[src/rtl/pwsc_pkg.sv]
// ----------------------------------------------------------------------------
// pwsc_pkg
// Shared types and constants of the window scorer: controller states, the
// control group that drives the cell chain, score limits and register codes.
// ----------------------------------------------------------------------------
package pwsc_pkg;

  localparam int WEIGHT_W   = 16;
  localparam int SCORE_W    = 20;
  localparam int POS_OUT_W  = 16;
  localparam int TIE_MARGIN = 2;

  localparam logic signed [SCORE_W-1:0] SCORE_MIN = 20'sh80000;
  localparam logic signed [SCORE_W-1:0] SCORE_MAX = 20'sh7FFFF;

  // item kind carried on tuser
  localparam logic FUNC_WEIGHT = 1'b0;
  localparam logic FUNC_BASE   = 1'b1;

  // configuration register indexes
  localparam logic REG_MOTIF_WIDTH   = 1'b0;
  localparam logic REG_HIT_THRESHOLD = 1'b1;

  typedef enum logic [2:0] {
    ST_IDLE,
    ST_SHIFT,
    ST_SUM,
    ST_SCORE,
    ST_BEST_F,
    ST_BEST_R,
    ST_EMIT
  } state_t;

  typedef struct packed {
    logic                shift_base;
    logic                shift_tv;
    logic                clr_acc;
    logic                run_acc;
    logic [1:0]          wr_row;
    logic [WEIGHT_W-1:0] wr_data;
    logic                clr_scan;
  } cell_ctrl_t;

endpackage

[src/rtl/pwsc_cell.sv]
// ----------------------------------------------------------------------------
// pwsc_cell
// One matrix column: its four weights, one slot of the base window, one slot
// of the reversed window, a travelling base slot and two running sums.
// ----------------------------------------------------------------------------
module pwsc_cell #(
  parameter int SUM_W = 22
) (
  input  logic                     clk,
  input  logic                     rst_n,
  input  pwsc_pkg::cell_ctrl_t     ctrl,
  input  logic                     wr_sel,
  input  logic [1:0]               win_in,
  input  logic [1:0]               rev_in,
  input  logic [1:0]               tv_in,
  input  logic signed [SUM_W-1:0]  accf_in,
  input  logic signed [SUM_W-1:0]  accr_in,
  output logic [1:0]               win_out,
  output logic [1:0]               rev_out,
  output logic [1:0]               tv_out,
  output logic signed [SUM_W-1:0]  accf_out,
  output logic signed [SUM_W-1:0]  accr_out
);

  logic signed [pwsc_pkg::WEIGHT_W-1:0] wt_r [4];
  logic [1:0]              win_r, win_nxt;
  logic [1:0]              rev_r, rev_nxt;
  logic [1:0]              tv_r, tv_nxt;
  logic signed [SUM_W-1:0] accf_r, accf_nxt;
  logic signed [SUM_W-1:0] accr_r, accr_nxt;
  logic signed [pwsc_pkg::WEIGHT_W-1:0] fterm, rterm;

  always_ff @(posedge clk) begin
    if (wr_sel) begin
      wt_r[ctrl.wr_row] <= $signed(ctrl.wr_data);
    end
  end

  // forward pairs this column with the travelling base, reverse with the
  // complement of the window slot
  assign fterm = wt_r[tv_r];
  assign rterm = wt_r[~win_r];

  always_comb begin
    win_nxt = win_r;
    rev_nxt = rev_r;
    if (ctrl.clr_scan) begin
      win_nxt = 2'b00;
      rev_nxt = 2'b00;
    end else if (ctrl.shift_base) begin
      win_nxt = win_in;
      rev_nxt = rev_in;
    end
  end

  always_comb begin
    tv_nxt = tv_r;
    if (ctrl.shift_base) begin
      tv_nxt = rev_in;
    end else if (ctrl.shift_tv) begin
      tv_nxt = tv_in;
    end
  end

  always_comb begin
    accf_nxt = accf_r;
    accr_nxt = accr_r;
    if (ctrl.clr_acc) begin
      accf_nxt = '0;
      accr_nxt = '0;
    end else if (ctrl.run_acc) begin
      accf_nxt = accf_in + SUM_W'(fterm);
      accr_nxt = accr_in + SUM_W'(rterm);
    end
  end

  always_ff @(posedge clk) begin
    if (!rst_n) begin
      win_r <= 2'b00;
      rev_r <= 2'b00;
    end else begin
      win_r <= win_nxt;
      rev_r <= rev_nxt;
    end
  end

  always_ff @(posedge clk) begin
    tv_r   <= tv_nxt;
    accf_r <= accf_nxt;
    accr_r <= accr_nxt;
  end

  assign win_out  = win_r;
  assign rev_out  = rev_r;
  assign tv_out   = tv_r;
  assign accf_out = accf_r;
  assign accr_out = accr_r;

endmodule

[config.mk]
export PLATFORM = sky130hd
export DESIGN_NAME = pwsc_cell
export DESIGN_NICKNAME = d
export VERILOG_FILES = /design/src/rtl/pwsc_pkg.sv /design/src/rtl/pwsc_cell.sv
export SDC_FILE = /design/constraint.sdc
export NUM_CORES = 1
export LEC_CHECK = 0
export BUFFER_PORTS_ARGS = -buffer_cell sky130_fd_sc_hd__buf_2
export CORE_MARGIN = 1.5
export CORE_UTILIZATION = 60
export DETAILED_ROUTE_END_ITERATION = 16
export PLACE_DENSITY = 0.86
export SLEW_MARGIN = 10
export SYNTH_ARGS = -nofsm -noshare
export SYNTH_HDL_FRONTEND = slang
export SYNTH_SLANG_ARGS = --single-unit
[constraint.sdc]
create_clock -name clk -period 7.53 [get_ports clk]
set_clock_uncertainty 0.15 [all_clocks]
set_input_delay 1.506 -clock clk [delete_from_list [all_inputs] [get_ports clk]]
set_output_delay 1.506 -clock clk [all_outputs]
set_load 0.01 [all_outputs]
==> summary.txt <==
Outcome
  • Status: finished clean

Timing
  • Final period utilization: 0.558
  • Worst-Margin Slew: 1.06 ns
  • Shortest period the worst path allows: 4.20 ns
  • Final setup margin: 3.33 ns
  • Rel. slew slack: 0.290
  • Final Hold Viols: 0
  • Achievable Freq: 238 MHz
  • TNS Setup: 0 ns
  • RSZ-0062 raised after global routing: false
  • Final number of setup-violating endpoints: 0
  • Fin. max-slew vios: 0

Hold path
  • HP Class: register to register
  • Hold worst-path end: accf_out[13]
  • Hold path startpoint: accf_out[13]
  • Hold Path Depth: 2

Clock tree
  • H-tree Lvls: 4
  • CTS resizes: 0
  • CTS hold repair buffers: 0
  • Clock latency on the worst-skew pair: 0.54 ns
  • CTS root buf: clkbuf_8
  • Maximum clock path buffer count: 2
  • Clock transition at path regs: 0.06 ns
  • Post-CTS setup buffers: 0
  • TritonCTS Buffers: 17
  • TritonCTS clock tree: done
  • Clock Sinks: 116

Global route
  • Largest net degree at the start of global routing: 31
  • Met1 usage: 0.357
  • Met3 usage: 0.0805
  • Grt ovf: 0
  • All-Layer GR Usage: 0.298
  • Met2 usage: 0.514
  • First-pass GRT wire length: 25400 µm
  • Initial antenna violation count: 0
  • Vias in the first global route: 5083
  • GR peak layer: met2

Cells and area
  • Diodes inserted: 0
  • Final Non-Filler Cells: 840
  • Fillers: 669
  • Fraction of layout cells with a size suffix above 1: 0.293
  • Area Growth Syn to Fin: 20.8%
  • Nets@finish: 811

Routing
  • DRT Wirelength: 16300 µm
  • First-iteration detailed-routing DRC count: 480
  • First-pass iteration count of the detailed router: 5
  • DR DRC count: 0
  • WL/cell: 19.4 µm
  • DR vias: 5229
  • Post-DR vias/cell: 6.23
  • ANT nets after route: 0

Power and ir drop
  • Combinational share of power: 0.239
  • Internal cell power: 1490 µW
  • Sw Ratio: 0.289
  • Seq pwr share: 0.366
  • Switch Pwr: 606 µW
  • Peak supply drop: 188 µV
  • Clock Power Share: 0.395
  • Power Density: 266 nW/µm²
  • P_leak: 0.00335 µW

Synth
  • Seq/Total Area, Yosys: 0.457
  • Netlist cell types: 61
  • Post-synthesis mux area share: 0.141
  • Most frequent cell after synthesis: edfxtp_1
  • Cell count after synthesis: 564
  • Post-Syn Area per Cell: 11.6 µm²
  • Post-synth top cells: 66 x edfxtp_1, 50 x dfxtp_1, 42 x ha_1, 42 x nor2_1, 40 x nand2_1
  • Synth Area in XOR/XNOR: 0.0443
  • Synth top area cells: edfxtp_1 30%, dfxtp_1 15%, mux4_2 11%
  • Post-synth EDFFs: 66
  • Yosys top cell by area: edfxtp_1
  • Mapped Area: 6530 µm²
  • Yosys warnings: 0
  • Combinational family with the most area after synthesis: compound AO/OA/AOI/OAI gates
  • Post-Synth Adder-Cell Area: 0.0866
  • Simple-Gate Fraction of Synth Area: 0.104
  • Synth Flop Type: edfxtp_1
  • Synthesized flop and latch total: 116
  • Asr flop ratio synth: 0
  • Compound-Gate Fraction of Synth Area: 0.147
  • Synthesized Nets: 684
  • Top-area cell type share of the netlist area: 0.303

Placement
  • Port Buffer Count: 125
  • RD Place Congestion: 0.918
  • Dpl ws: 3.18 ns
  • Detailed placement HPWL: 11900 µm
  • Cells after DPL: 808

Setup path
  • Worst reg-to-reg path cell count: 9
  • Crit path arrival time: 4.49 ns
  • Crit end category: register
  • Worst path max stage delay: 1.02 ns
  • Crit Path Category: register to register
  • Reg-to-reg endpoint: accf_out[21]
  • Crit Path Max Fanout: 16
  • Required time worst endpoint: 7.82 ns
  • CP startpoint kind: register
  • CP cell instances: mux4_2, ha_1, nand2_1, or3_1, a2111oi_0, or3b_2, a31oi_1, and4b_1, nor4_1
  • Critical-path top delay cell: dfxtp_1
  • Reg2Reg Setup Slack: 3.33 ns

Run
  • Maxcap violations: 0

Floorplan
  • Core area: 10500 µm²
  • Initial Util: 0.624
  • I/O pin total: 126
  • Number of placement rows: 37
  • Die height: 107 µm
  • Die Wd: 107 µm
  • Die Footprint: 11500 µm²
[registers in the layout (all words and copies together), names as in the netlist, named ones only]
name	cells
accf_out	22
accr_out	22
wt_r	64
rev_out	2
win_out	2
tv_out	2
[power by group through the flow]
stage | Sequential, µW | Clock (µW) | Combinational (µW)
2_1_floorplan | 781 | 0 | 335
3_3_place_gp | 775 | 0 | 472
3_5_place_dp | 780 | 0 | 487
4_1_cts | 768 | 835 | 494
5_1_grt | 775 | 861 | 545
6_report | 767 | 829 | 501
[final cells by class]
class | count | area [µm²] | share of cell area
Multi-Input combinational cell | 413 | 3420 | 0.434
Tap cell | 136 | 170 | 0.0216
Clock buffer | 19 | 422 | 0.0535
Inverter | 14 | 52.6 | 0.00666
Sequential cell | 116 | 2980 | 0.378
Clock inverter | 13 | 183 | 0.0232
Timing Repair Buffer | 129 | 656 | 0.0831
[kinds of logic after synthesis]
logic type	Yosys count
buffers and inverters	35
adder cells (fa/ha/maj)	44
AND/OR/NAND/NOR	138
multiplexers	52
flip-flops	116
XOR/XNOR	33
AO/OA/AOI/OAI	146
[layer usage]
metal	vias to the layer above	wire length (µm)
li1	2406	-
met1	2531	6560
met2	258	8180
met3	34	1180
met4	0	359
met5	-	0
[cells in the final DEF (no fill, tap or decap), drive strengths merged, types with 23 or more instances in the layout]
master  instances
dfxtp          50
ha             42
mux4           32
edfxtp         66
o21ai          38
a21o           23
nor2           42
buf           129
nand2          41
a21oi          29
[through the flow]
stage	utilization	hold WS, ns	total power [µW]	area (µm²)
after floorplan	-	0.333	1120	6530
after global placement	0.696	0.279	1250	7280
after detailed placement	0.696	0.288	1270	7280
after CTS	0.754	0.302	2100	7890
after global routing	0.754	0.325	2180	7890
final	0.754	0.299	2100	7890
[worst max-delay path: cells and delay by family, from the launching register on]
| kind | cells | cell delay [ns] |
|---|---|---|
| AO/OA/AOI/OAI | 2 | 0.59 |
| adder cells (fa/ha/maj) | 1 | 0.41 |
| flip-flops | 1 | 1.02 |
| multiplexers | 1 | 0.67 |
| AND/OR/NAND/NOR | 5 | 1.24 |
[how the worst max path moves through the flow]
stage	end	slack, ns	cells past startpoint
floorplan	accr_out[14]	3.21	12
CTS	accf_out[21]	3.32	9
detailed placement	accr_out[20]	3.18	12
global placement	accr_out[20]	3.24	12
finish	accf_out[21]	3.33	9
global route	accf_out[20]	3.03	12
Power figures use the tool's default switching activity.
